[src/hdl/lsir_pkg.sv]
`default_nettype none

package lsir_pkg;

    // Width of the conversion wait counter.
    localparam int WAIT_WIDTH = 16;
    // Width used to compare the counter with the wait_ticks register.
    localparam int WAIT_CMP_W = (WAIT_WIDTH > 16) ? WAIT_WIDTH : 16;

    localparam int STEP_W = 5;
    localparam logic [STEP_W-1:0] STEP_WAIT       = 5'd12;
    localparam logic [STEP_W-1:0] STEP_AFTER_WAIT = 5'd13;
    localparam logic [STEP_W-1:0] STEP_LAST       = 5'd20;

    // floor(raw * 640 / 3) equals (raw * LUX_MULT) >> LUX_SHIFT for every 16-bit raw.
    localparam logic [25:0] LUX_MULT  = 26'd55924054;
    localparam int          LUX_SHIFT = 18;

    typedef enum logic [1:0] {
        REG_DEVICE_ADDRESS = 2'd0,
        REG_POWER_COMMAND  = 2'd1,
        REG_MODE_COMMAND   = 2'd2,
        REG_WAIT_TICKS     = 2'd3
    } reg_index_t;

    typedef enum logic [2:0] {
        K_START = 3'd0,
        K_WRITE = 3'd1,
        K_ACK   = 3'd2,
        K_STOP  = 3'd3,
        K_READ  = 3'd4,
        K_HACK  = 3'd5,
        K_WAIT  = 3'd6
    } kind_t;

    typedef struct packed {
        logic start_request;
        logic sda_in;
    } item_t;

    typedef struct packed {
        logic        scl_level;
        logic        sda_drive_low;
        logic        busy_res;
        logic        done_res;
        logic [15:0] raw_count;
        logic [23:0] lux_q8;
        logic [4:0]  nack_flags;
    } result_t;

    typedef struct packed {
        logic [6:0]  device_address;
        logic [7:0]  power_command;
        logic [7:0]  mode_command;
        logic [15:0] wait_ticks;
    } cfg_t;

    // One bus tick as produced by the sequencer, before the lux conversion.
    typedef struct packed {
        logic        scl_level;
        logic        sda_drive_low;
        logic        busy_res;
        logic        done_res;
        logic [15:0] raw_count;
        logic [4:0]  nack_flags;
    } tick_t;

    function automatic kind_t plan_kind(input logic [STEP_W-1:0] step);
        kind_t k;
        case (step)
            5'd0, 5'd6, 5'd13:               k = K_START;
            5'd1, 5'd3, 5'd7, 5'd9, 5'd14:   k = K_WRITE;
            5'd2, 5'd4, 5'd8, 5'd10, 5'd15:  k = K_ACK;
            5'd5, 5'd11, 5'd20:              k = K_STOP;
            5'd12:                           k = K_WAIT;
            5'd16, 5'd18:                    k = K_READ;
            5'd17, 5'd19:                    k = K_HACK;
            default:                         k = K_STOP;
        endcase
        return k;
    endfunction

    function automatic logic [2:0] plan_arg(input logic [STEP_W-1:0] step);
        logic [2:0] a;
        case (step)
            5'd3, 5'd4, 5'd18, 5'd19, 5'd20: a = 3'd1;
            5'd8, 5'd9:                      a = 3'd2;
            5'd10, 5'd14:                    a = 3'd3;
            5'd15:                           a = 3'd4;
            default:                         a = 3'd0;
        endcase
        return a;
    endfunction

    function automatic logic [7:0] write_byte(input logic [2:0] which, input cfg_t cfg);
        logic [7:0] b;
        case (which)
            3'd0:    b = {cfg.device_address, 1'b0};
            3'd1:    b = cfg.power_command;
            3'd2:    b = cfg.mode_command;
            default: b = {cfg.device_address, 1'b1};
        endcase
        return b;
    endfunction

endpackage

`default_nettype wire

[src/hdl/lsir_seq.sv]
`default_nettype none

module lsir_seq (
    input  wire logic           clk,
    input  wire logic           rst_n,
    input  wire logic           load,
    input  wire lsir_pkg::item_t item,
    input  wire lsir_pkg::cfg_t  cfg,
    output lsir_pkg::tick_t      tick
);

    logic                             busy_reg, busy_next;
    logic [lsir_pkg::STEP_W-1:0]      step_reg, step_next;
    logic [1:0]                       phase_reg, phase_next;
    logic [2:0]                       index_reg, index_next;
    logic [7:0]                       shift_reg, shift_next;
    logic [lsir_pkg::WAIT_WIDTH-1:0]  wait_reg, wait_next;
    logic [15:0]                      reading_reg, reading_next;
    logic [4:0]                       nack_reg, nack_next;
    lsir_pkg::tick_t                  tick_reg, tick_next;

    logic [lsir_pkg::WAIT_CMP_W-1:0]  wait_ext, ticks_ext, wait_max, wait_target;
    logic                             run, bitwise, scl, drv, done;
    logic [1:0]                       ph;
    lsir_pkg::kind_t                  kind;
    logic [2:0]                       arg;

    always_comb
    begin
        wait_ext    = lsir_pkg::WAIT_CMP_W'(wait_reg);
        ticks_ext   = lsir_pkg::WAIT_CMP_W'(cfg.wait_ticks);
        wait_max    = lsir_pkg::WAIT_CMP_W'({lsir_pkg::WAIT_WIDTH{1'b1}});
        wait_target = (ticks_ext > wait_max) ? wait_max : ticks_ext;
    end

    always_comb
    begin
        busy_next    = busy_reg;
        step_next    = step_reg;
        phase_next   = phase_reg;
        index_next   = index_reg;
        shift_next   = shift_reg;
        wait_next    = wait_reg;
        reading_next = reading_reg;
        nack_next    = nack_reg;
        scl          = 1'b1;
        drv          = 1'b0;
        done         = 1'b0;
        run          = 1'b0;
        bitwise      = 1'b0;
        kind         = lsir_pkg::K_STOP;
        arg          = 3'd0;
        ph           = 2'd0;

        // A request on an idle tick starts the sequence in that same tick.
        if (!busy_reg && item.start_request)
        begin
            busy_next  = 1'b1;
            step_next  = '0;
            phase_next = 2'd0;
            index_next = 3'd0;
            nack_next  = 5'd0;
        end

        if (busy_next)
        begin
            if (step_next == lsir_pkg::STEP_WAIT)
            begin
                // Once the wait is over the third start begins in the same tick.
                if (wait_ext >= wait_target)
                begin
                    step_next  = lsir_pkg::STEP_AFTER_WAIT;
                    phase_next = 2'd0;
                    index_next = 3'd0;
                    run        = 1'b1;
                end
                else
                begin
                    wait_next = wait_reg + 1'b1;
                end
            end
            else
            begin
                run = 1'b1;
            end
        end

        if (run)
        begin
            kind = lsir_pkg::plan_kind(step_next);
            arg  = lsir_pkg::plan_arg(step_next);
            ph   = (phase_next == 2'd3) ? 2'd2 : phase_next;

            case (kind)
                lsir_pkg::K_START:
                begin
                    scl = (ph < 2'd2);
                    drv = (ph > 2'd0);
                end
                lsir_pkg::K_STOP:
                begin
                    scl  = (ph > 2'd0);
                    drv  = (ph < 2'd2);
                    done = (arg != 3'd0) && (ph == 2'd2);
                end
                lsir_pkg::K_WRITE:
                begin
                    bitwise = 1'b1;
                    if (ph == 2'd0 && index_next == 3'd0)
                    begin
                        shift_next = lsir_pkg::write_byte(arg, cfg);
                    end
                    scl = (ph == 2'd1);
                    drv = ~shift_next[7];
                    if (ph == 2'd2)
                    begin
                        shift_next = {shift_next[6:0], 1'b0};
                    end
                end
                lsir_pkg::K_ACK:
                begin
                    scl = (ph == 2'd1);
                    if (ph == 2'd1 && item.sda_in)
                    begin
                        nack_next = nack_next | (5'd1 << arg);
                    end
                end
                lsir_pkg::K_READ:
                begin
                    bitwise = 1'b1;
                    scl     = (ph == 2'd1);
                    if (ph == 2'd1)
                    begin
                        shift_next = {shift_next[6:0], item.sda_in};
                    end
                    if (ph == 2'd2 && index_next == 3'd7)
                    begin
                        if (arg == 3'd0)
                        begin
                            reading_next[15:8] = shift_next;
                        end
                        else
                        begin
                            reading_next[7:0] = shift_next;
                        end
                    end
                end
                lsir_pkg::K_HACK:
                begin
                    scl = (ph == 2'd1);
                    drv = (arg == 3'd0);
                end
                default:
                begin
                    scl = 1'b1;
                    drv = 1'b0;
                end
            endcase

            if (ph == 2'd2)
            begin
                if (bitwise && index_next != 3'd7)
                begin
                    phase_next = 2'd0;
                    index_next = index_next + 3'd1;
                end
                else
                begin
                    phase_next = 2'd0;
                    index_next = 3'd0;
                    if (step_next == lsir_pkg::STEP_LAST)
                    begin
                        busy_next = 1'b0;
                        step_next = '0;
                    end
                    else
                    begin
                        step_next = step_next + 1'b1;
                        if (step_next == lsir_pkg::STEP_WAIT)
                        begin
                            wait_next = '0;
                        end
                    end
                end
            end
            else
            begin
                phase_next = ph + 2'd1;
            end
        end

        tick_next.scl_level     = scl;
        tick_next.sda_drive_low = drv;
        tick_next.busy_res      = busy_reg | item.start_request;
        tick_next.done_res      = done;
        tick_next.raw_count     = reading_next;
        tick_next.nack_flags    = nack_next;
    end

    always_ff @(posedge clk or negedge rst_n)
    begin
        if (!rst_n)
        begin
            busy_reg    <= 1'b0;
            step_reg    <= '0;
            phase_reg   <= 2'd0;
            index_reg   <= 3'd0;
            shift_reg   <= 8'd0;
            wait_reg    <= '0;
            reading_reg <= 16'd0;
            nack_reg    <= 5'd0;
        end
        else if (load)
        begin
            busy_reg    <= busy_next;
            step_reg    <= step_next;
            phase_reg   <= phase_next;
            index_reg   <= index_next;
            shift_reg   <= shift_next;
            wait_reg    <= wait_next;
            reading_reg <= reading_next;
            nack_reg    <= nack_next;
        end
    end

    always_ff @(posedge clk)
    begin
        if (load)
        begin
            tick_reg <= tick_next;
        end
    end

    assign tick = tick_reg;

endmodule

`default_nettype wire

[src/hdl/lsir_lux.sv]
`default_nettype none

module lsir_lux (
    input  wire lsir_pkg::tick_t  tick,
    output lsir_pkg::result_t     result
);

    logic [41:0] product;

    // Division by 1.2 as a multiply by a scaled reciprocal; exact for 16-bit counts.
    assign product = 42'(tick.raw_count) * 42'(lsir_pkg::LUX_MULT);

    always_comb
    begin
        result.scl_level     = tick.scl_level;
        result.sda_drive_low = tick.sda_drive_low;
        result.busy_res      = tick.busy_res;
        result.done_res      = tick.done_res;
        result.raw_count     = tick.raw_count;
        result.lux_q8        = product[lsir_pkg::LUX_SHIFT +: 24];
        result.nack_flags    = tick.nack_flags;
    end

endmodule

`default_nettype wire

[src/hdl/light_sensor_i2c_reader_unit.sv]
// Bit-level I2C master that runs one light-sensor measurement per request.
// Each item transferred on the item channel is one bus tick: start_request
// asks for a new measurement (ignored while one is running) and sda_in is
// the sampled data line level. Each item yields exactly one result transfer
// carrying the clock level and data pull-down for that tick, busy and done
// flags, the 16-bit raw count, lux in Q8 (raw / 1.2) and five NACK flags.
// On the way from item transfer to result valid, the sequencer state and
// tick outputs are registered in the tick register, and the lux multiply is
// registered into the output register. One item is taken every cycle while
// item_ready is high; the only loop is the sequencer state update, closed
// through its own registers. When the receiver stalls, the output and tick
// registers both hold, and item_ready falls only once both are full.
// Configuration registers (device address, power command, mode command,
// wait ticks) are written through cfg_write/cfg_index/cfg_data and should
// only be written while no measurement is in flight. Reset clears the
// sequencer to idle, the reading and flags to zero, restores the default
// configuration and empties the pipeline.
`default_nettype none

module light_sensor_i2c_reader_unit (
    input  wire logic              clk,
    input  wire logic              rst_n,
    input  wire logic              item_valid,
    output logic                   item_ready,
    input  wire lsir_pkg::item_t   item,
    output logic                   result_valid,
    input  wire logic              result_ready,
    output lsir_pkg::result_t      result,
    input  wire logic              cfg_write,
    input  wire logic [1:0]        cfg_index,
    input  wire logic [15:0]       cfg_data
);

    lsir_pkg::cfg_t    cfg_reg;
    logic              s1_valid_reg;
    logic              result_valid_reg;
    lsir_pkg::result_t result_reg;
    lsir_pkg::tick_t   tick;
    lsir_pkg::result_t lux_result;
    logic              s1_ready;
    logic              accept;

    // Configuration registers; a write lands on the edge where cfg_write is high.
    always_ff @(posedge clk or negedge rst_n)
    begin
        if (!rst_n)
        begin
            cfg_reg.device_address <= 7'd35;
            cfg_reg.power_command  <= 8'd1;
            cfg_reg.mode_command   <= 8'd16;
            cfg_reg.wait_ticks     <= 16'd36000;
        end
        else if (cfg_write)
        begin
            case (cfg_index)
                lsir_pkg::REG_DEVICE_ADDRESS: cfg_reg.device_address <= cfg_data[6:0];
                lsir_pkg::REG_POWER_COMMAND:  cfg_reg.power_command  <= cfg_data[7:0];
                lsir_pkg::REG_MODE_COMMAND:   cfg_reg.mode_command   <= cfg_data[7:0];
                lsir_pkg::REG_WAIT_TICKS:     cfg_reg.wait_ticks     <= cfg_data;
                default:                      cfg_reg <= cfg_reg;
            endcase
        end
    end

    // The tick register advances when it is empty or its content moves on,
    // and it moves on whenever the output register is empty or being drained.
    assign s1_ready   = !result_valid_reg || result_ready;
    assign item_ready = !s1_valid_reg || s1_ready;
    assign accept     = item_valid && item_ready;

    lsir_seq u_seq (
        .clk   (clk),
        .rst_n (rst_n),
        .load  (accept),
        .item  (item),
        .cfg   (cfg_reg),
        .tick  (tick)
    );

    lsir_lux u_lux (
        .tick   (tick),
        .result (lux_result)
    );

    always_ff @(posedge clk or negedge rst_n)
    begin
        if (!rst_n)
        begin
            s1_valid_reg     <= 1'b0;
            result_valid_reg <= 1'b0;
        end
        else
        begin
            if (item_ready)
            begin
                s1_valid_reg <= item_valid;
            end
            if (s1_ready)
            begin
                result_valid_reg <= s1_valid_reg;
            end
        end
    end

    always_ff @(posedge clk)
    begin
        if (s1_ready && s1_valid_reg)
        begin
            result_reg <= lux_result;
        end
    end

    assign result_valid = result_valid_reg;
    assign result       = result_reg;

`ifndef SYNTHESIS
    // With the output register empty the block must always be able to take an item.
    assert property (@(posedge clk) disable iff (!rst_n)
        !result_valid_reg |-> item_ready)
        else $error("item channel stalled with an empty output register");

    // Outside a sequence the bus is left idle: clock high, data released.
    assert property (@(posedge clk) disable iff (!rst_n)
        (s1_valid_reg && !tick.busy_res) |-> (tick.scl_level && !tick.sda_drive_low))
        else $error("bus driven while the sequencer is idle");

    // The final stop ends with the clock high and the data line released.
    assert property (@(posedge clk) disable iff (!rst_n)
        (s1_valid_reg && tick.done_res) |->
            (tick.busy_res && tick.scl_level && !tick.sda_drive_low))
        else $error("done flagged outside the final stop condition");
`endif

endmodule

`default_nettype wire

[config.mk]
export PLATFORM = sky130hd
export DESIGN_NAME = light_sensor_i2c_reader_unit
export DESIGN_NICKNAME = d
export VERILOG_FILES = /design/src/hdl/lsir_pkg.sv /design/src/hdl/lsir_seq.sv /design/src/hdl/lsir_lux.sv /design/src/hdl/light_sensor_i2c_reader_unit.sv
export SDC_FILE = /design/constraint.sdc
export NUM_CORES = 1
export LEC_CHECK = 0
export ABC_AREA = 1
export BUFFER_PORTS_ARGS = -buffer_cell sky130_fd_sc_hd__buf_2
export CAP_MARGIN = 30
export CORE_MARGIN = 3
export CORE_UTILIZATION = 50
export DETAILED_ROUTE_END_ITERATION = 7
export PLACE_DENSITY = 0.67
export SKIP_CTS_REPAIR_TIMING = 1
export SLEW_MARGIN = 25
export SYNTH_ARGS = -nofsm -noshare
export SYNTH_HDL_FRONTEND = slang
export SYNTH_HIERARCHICAL = 1
export SYNTH_SLANG_ARGS = --single-unit
[constraint.sdc]
create_clock -name clk -period 10.3 [get_ports clk]
set_input_delay 0.515 -clock clk [delete_from_list [all_inputs] [get_ports clk]]
set_output_delay 0.515 -clock clk [all_outputs]
set_load 0.02 [all_outputs]
# [Yosys cells after proc, flatten, opt, wreduce, memory -nomap -nowiden]
# Memory sizes are Yosys's and may differ from the RTL's.
# Index checks and enable logic that the tools add are counted.
[word_totals] n_memories=2 latch_bits=0 ff_bits=171 romBits=192 ram_bits=0 out_inout_bits=51
[classes] muxes=61 n_addsub=4 order_cmp=4 div=0 n_eq_ne=18 multipliers=1 bitwise_logic=3 n_reduce_logical=28 n_shift=1
[memory_table] name="(name not given)" words=32 width=3 read_ports=1 rd_clocked_by_memory_dff=0 write_ports=0 line="lsir_pkg.sv:70" text="case (step)"
[memory_table] name="(name not given)" words=32 width=3 read_ports=1 rd_clocked_by_memory_dff=0 write_ports=0 line="lsir_pkg.sv:85" text="case (step)"
[ops] op="$mux W16" n=12
[ops] op="$mux W5" n=12
[ops] op="$mux W8" n=7
[ops] op="$mul A16 B25 Y41 const B" n=1
[ops] op="$mux W3" n=9
[ops] op="$pmux W8 S3" n=1
[ops] op="$add A16 B1 Y16 const B" n=1
[ops] op="$ge A16 B16 Y1" n=1
[ops] op="$gt A16 B16 Y1 const B" n=1
[ops] op="$pmux W8 S2" n=1
[ops] op="$mux W2" n=7
[ops] op="$eq A5 B4 Y1 const B" n=2
[ops] op="$mux W1" n=10
[ops] op="$reduce_and A2 Y1" n=5
[ops] op="$eq A3 B2 Y1 const B" n=3
[ops] op="$eq A3 B3 Y1 const B" n=3
[ops] op="$logic_not A3 Y1" n=3
[ops] op="$eq A2 B2 Y1 const B" n=4
[ops] op="$logic_and A1 B1 Y1" n=8
[ops] op="$eq A3 B1 Y1 const B" n=2
[ops] op="$add A5 B1 Y5 const B" n=1
[ops] op="$eq A5 B5 Y1 const B" n=1
[ops] op="$or A5 B5 Y5" n=1
[ops] op="$shl A1 B3 Y5 const A" n=1
[ops] op="18 further kinds" n=23

# [Longest topological paths before layout]
# An unclocked memory read counts as a cell.
[logic_depth] depth_word=16 ltp_mapped=32

# [By module]
# The synthesis kept the hierarchy.
[modules_own_cells] module="lsir_lux" n_inst=1 area_each_um2=6482.5 seq_area_each_um2=0.0 cells_each=899
[modules_own_cells] module="lsir_seq" n_inst=1 area_each_um2=5361.4 seq_area_each_um2=2152.1 cells_each=729
[modules_own_cells] module="light_sensor_i2c_reader_unit" n_inst=1 area_each_um2=3265.6 seq_area_each_um2=2509.9 cells_each=235

# [Worst setup path before layout]
# OpenSTA, ideal clock, no wires.
[synth_timing] path_kind="reg-to-reg" from="register u_seq.tick_reg, in the netlist u_seq/tick[8]" to="register result_reg, in the netlist result[23], data pin" path_stages_with_launch=20 t_required_ns=10.048 path_slack_ns=5.158 arrival_ns=4.889 path_buffers=0 cell_sequence="edfxtp_1 ha_1 inv_1 fa_1 inv_1 fa_1 inv_1 fa_1 fa_1 inv_1 fa_1 ha_1 a21oi_1 o21ai_0 a21oi_1 nor2_1 nor2_1 nand2_1 nand2_1 nand2_1"
[synth_lines] item="start: declaration" line="lsir_seq.sv:20" text="lsir_pkg::tick_t tick_reg, tick_next;"
[synth_lines] item="start signal: assignment" line="lsir_seq.sv:230" text="tick_reg <= tick_next;"
[synth_lines] item="end signal: assignment" line="light_sensor_i2c_reader_unit.sv:109" text="result_reg <= lux_result;"
[synth_lines] item="end: declaration" line="light_sensor_i2c_reader_unit.sv:37" text="lsir_pkg::result_t result_reg;"

==> metrics.md <==
| Metric | Value |
|---|---|
| Dominant cell type by area after synthesis | `edfxtp_1` |
| Die Wd | `180 um` |
| Worst-path fanout max | `4` |
| Fin Clk Skew | `20.3 ps` |
| R2r startpoint | `u_seq/tick[6]` |
| Clock Latency Late Sink | `440 ps` |
| GPL Wtd Cong | `0.970` |
| CTS buffer count | `17` |
| DR WL/cell | `15.3 um` |
| WHS Endpoint | `cfg_reg[10]` |
| Hold Vio Cnt, Final | `0` |
| Final wirelength | `35400 um` |
| DRT iter0 DRCs | `812` |
| WP data required | `10480 ps` |
| CTS tree | `built` |
| Hold Crit Class | `in2reg` |
| Status | `complete, no violations` |
| Port bufs | `75` |
| Hpwl dp | `28400 um` |
| Worst hold start | `cfg_data[10]` |
| Gr usage total | `22.6%` |
| Antenna violations before repair | `0` |
| Final setup vio count | `0` |
| Share of cells above drive strength 1 | `10.2%` |
| RSZ-0062 raised after global routing | `false` |
| Primary FF master, synth | `dfrtp_1` |
| Ys Warns | `6` |
| Final antenna-violating net count | `0` |
| Via count | `11800` |
| Slew headroom | `38.1%` |
| Setup TNS | `0 ps` |
| Register area share after synthesis | `30.9%` |
| CTS max path bufs | `2` |
| Clock root buffer | `clkbuf_16` |
| Synthesized cell area | `15100 um^2` |
| IO Count | `76` |
| Synth top area share | `14.7%` |
| Nets | `2193` |
| CP Launch Type | `flip-flop` |
| Fmax | `177 MHz` |
| Initial Util | `50.8%` |
| Count of cell types in the netlist | `46` |
| Max-Cap Viols | `0` |
| # diodes | `0` |
| H-tree Lvls | `4` |
| Vias per cell | `5.09` |
| R2r worst-path depth | `18` |
| Largest register FFs | `49` |
| Worst flop-to-flop path endpoint | `result[18]` |
| Die Span Y | `180 um` |
| First-pass GRT wire length | `59500 um` |
| Post-synth ARST share | `56.7%` |
| Top cells by area, synth | `edfxtp_1 (15%), dfrtp_1 (14%), ha_1 (14%)` |
| DR DRC count | `0` |
| Crit Path Category | `reg2reg` |
| Most frequent cells in the layout | `nand2_1 (518), inv_1 (358), ha_1 (166)` |
| Clk sinks | `171` |
| Flop2flop setup slack | `4650 ps` |
| Commonest non-fill, non-tap cell in the layout | `nand2_1` |
| Number of core rows | `63` |
| P&R area growth vs syn | `7.28%` |
| Syn avg cell area | `8.11 um^2` |
| Crit end category | `flip-flop` |
| Hold Path Cell Cnt | `3` |
| Number of synthesized flops with an enable pin | `74` |
| Pre-Repair DR Iteration Count | `5` |
| Yosys reg bits | `171` |
| Final Cycle Share | `54.9%` |
| Worst-path clk slew | `80 ps` |
| Largest net degree at the start of global routing | `76` |
| Post-Syn Nets | `2144` |
| Vias in the first global route | `11900` |
| Worst-margin pin slew | `925 ps` |
| Post-route minimum period | `5650 ps` |
| Total gr overflow | `0` |
| CP Data Arrival Time | `5830 ps` |
| Synth Instances | `1863` |
| Total core area | `29700 um^2` |
| Final-report max-slew violation count | `0` |
| Die area | `32300 um^2` |
## how the worst max path moves through the flow
stage	from	end	slack [ps]	depth (start not counted)
global route	u_seq/tick[6]	result[24]	4320	18
detailed placement	u_seq/tick[8]	result[18]	4660	18
finish	u_seq/tick[6]	result[18]	4650	18
floorplan	u_seq/tick[8]	result[23]	5160	19
global placement	u_seq/tick[8]	result[18]	4680	18
CTS	u_seq/tick[6]	result[18]	4630	18
## critical path, cell delays in order (launching register included)
cell and delay [ps]:
edfxtp_1 450, ha_1 390, inv_1 70, fa_1 530, inv_1 120, fa_1 620
inv_1 110, fa_1 530, fa_1 620, inv_1 70, fa_1 480, ha_1 360
nand2_1 120, o21ai_0 390, nor2_1 120, nand3_2 160, nand2_1 90, nand3_1 70
nand2_1 70
## synth_stat cells, types with 8 or more instances
master,count
nor3_1,13
o21ai_1,13
nand4_1,45
nor2_2,8
nand2_2,13
nand2_1,518
fa_1,90
nand3_2,8
inv_2,11
edfxtp_1,74
buf_4,34
nand2_4,10
dfstp_2,10
ha_1,166
nor2_1,107
inv_1,359
o21ai_0,57
xor2_1,22
a21oi_1,67
nand3_1,79
dfrtp_1,87
## final cells by class
class | instances | area [um^2]
Clock buffer | 24 | 485
Clock inverter | 8 | 56.3
Fill cell | 2831 | 13500
Inverter | 375 | 1410
Multi-Input combinational cell | 1267 | 8680
Sequential cell | 171 | 4660
Tap cell | 390 | 488
Timing Repair Buffer | 80 | 422
## cell families (layout without fill, tap and decap cells)
family / count (synthesis) / count (layout) / share of synthesized area (%)
adders and majority gates: 256 / 256 / 25.7
AOI/OAI and AO/OA: 156 / 156 / 5.52
and+or+nand+nor: 827 / 827 / 24.6
xor gates and xnor gates: 28 / 28 / 1.62
DFF: 171 / 171 / 30.9
buffers and inverters: 425 / 487 / 11.8
## per-stage QoR
| stage | setup slack (ps) | utilization (%) | std cells | hold slack (ps) | instance area [um^2] |
|---|---|---|---|---|---|
| final | 4650 | 54.5 | 2315 | 300 | 16200 |
| after global routing | 4320 | 54.5 | 2315 | 300 | 16200 |
| after CTS | 4630 | 54.5 | 2314 | -27.5 | 16200 |
| after detailed placement | 4660 | 52.7 | 2282 | 410 | 15700 |
| after global placement | 4680 | 52.7 | 2282 | 401 | 15700 |
| after floorplan | 5160 | - | 1863 | 219 | 15100 |
## metal layers
layer  GRT usage [%]  wire length, um  vias up
met2            40.9            18300      248
met1            27.8            14800     5533
met5               0                0        -
li1                -                -     5941
met3            2.63             1170       57
met4            8.01             1160        0
Power is left out: the tool's default activity adds up to more than one toggle a clock period on the data nets, which glitch-free logic cannot reach.
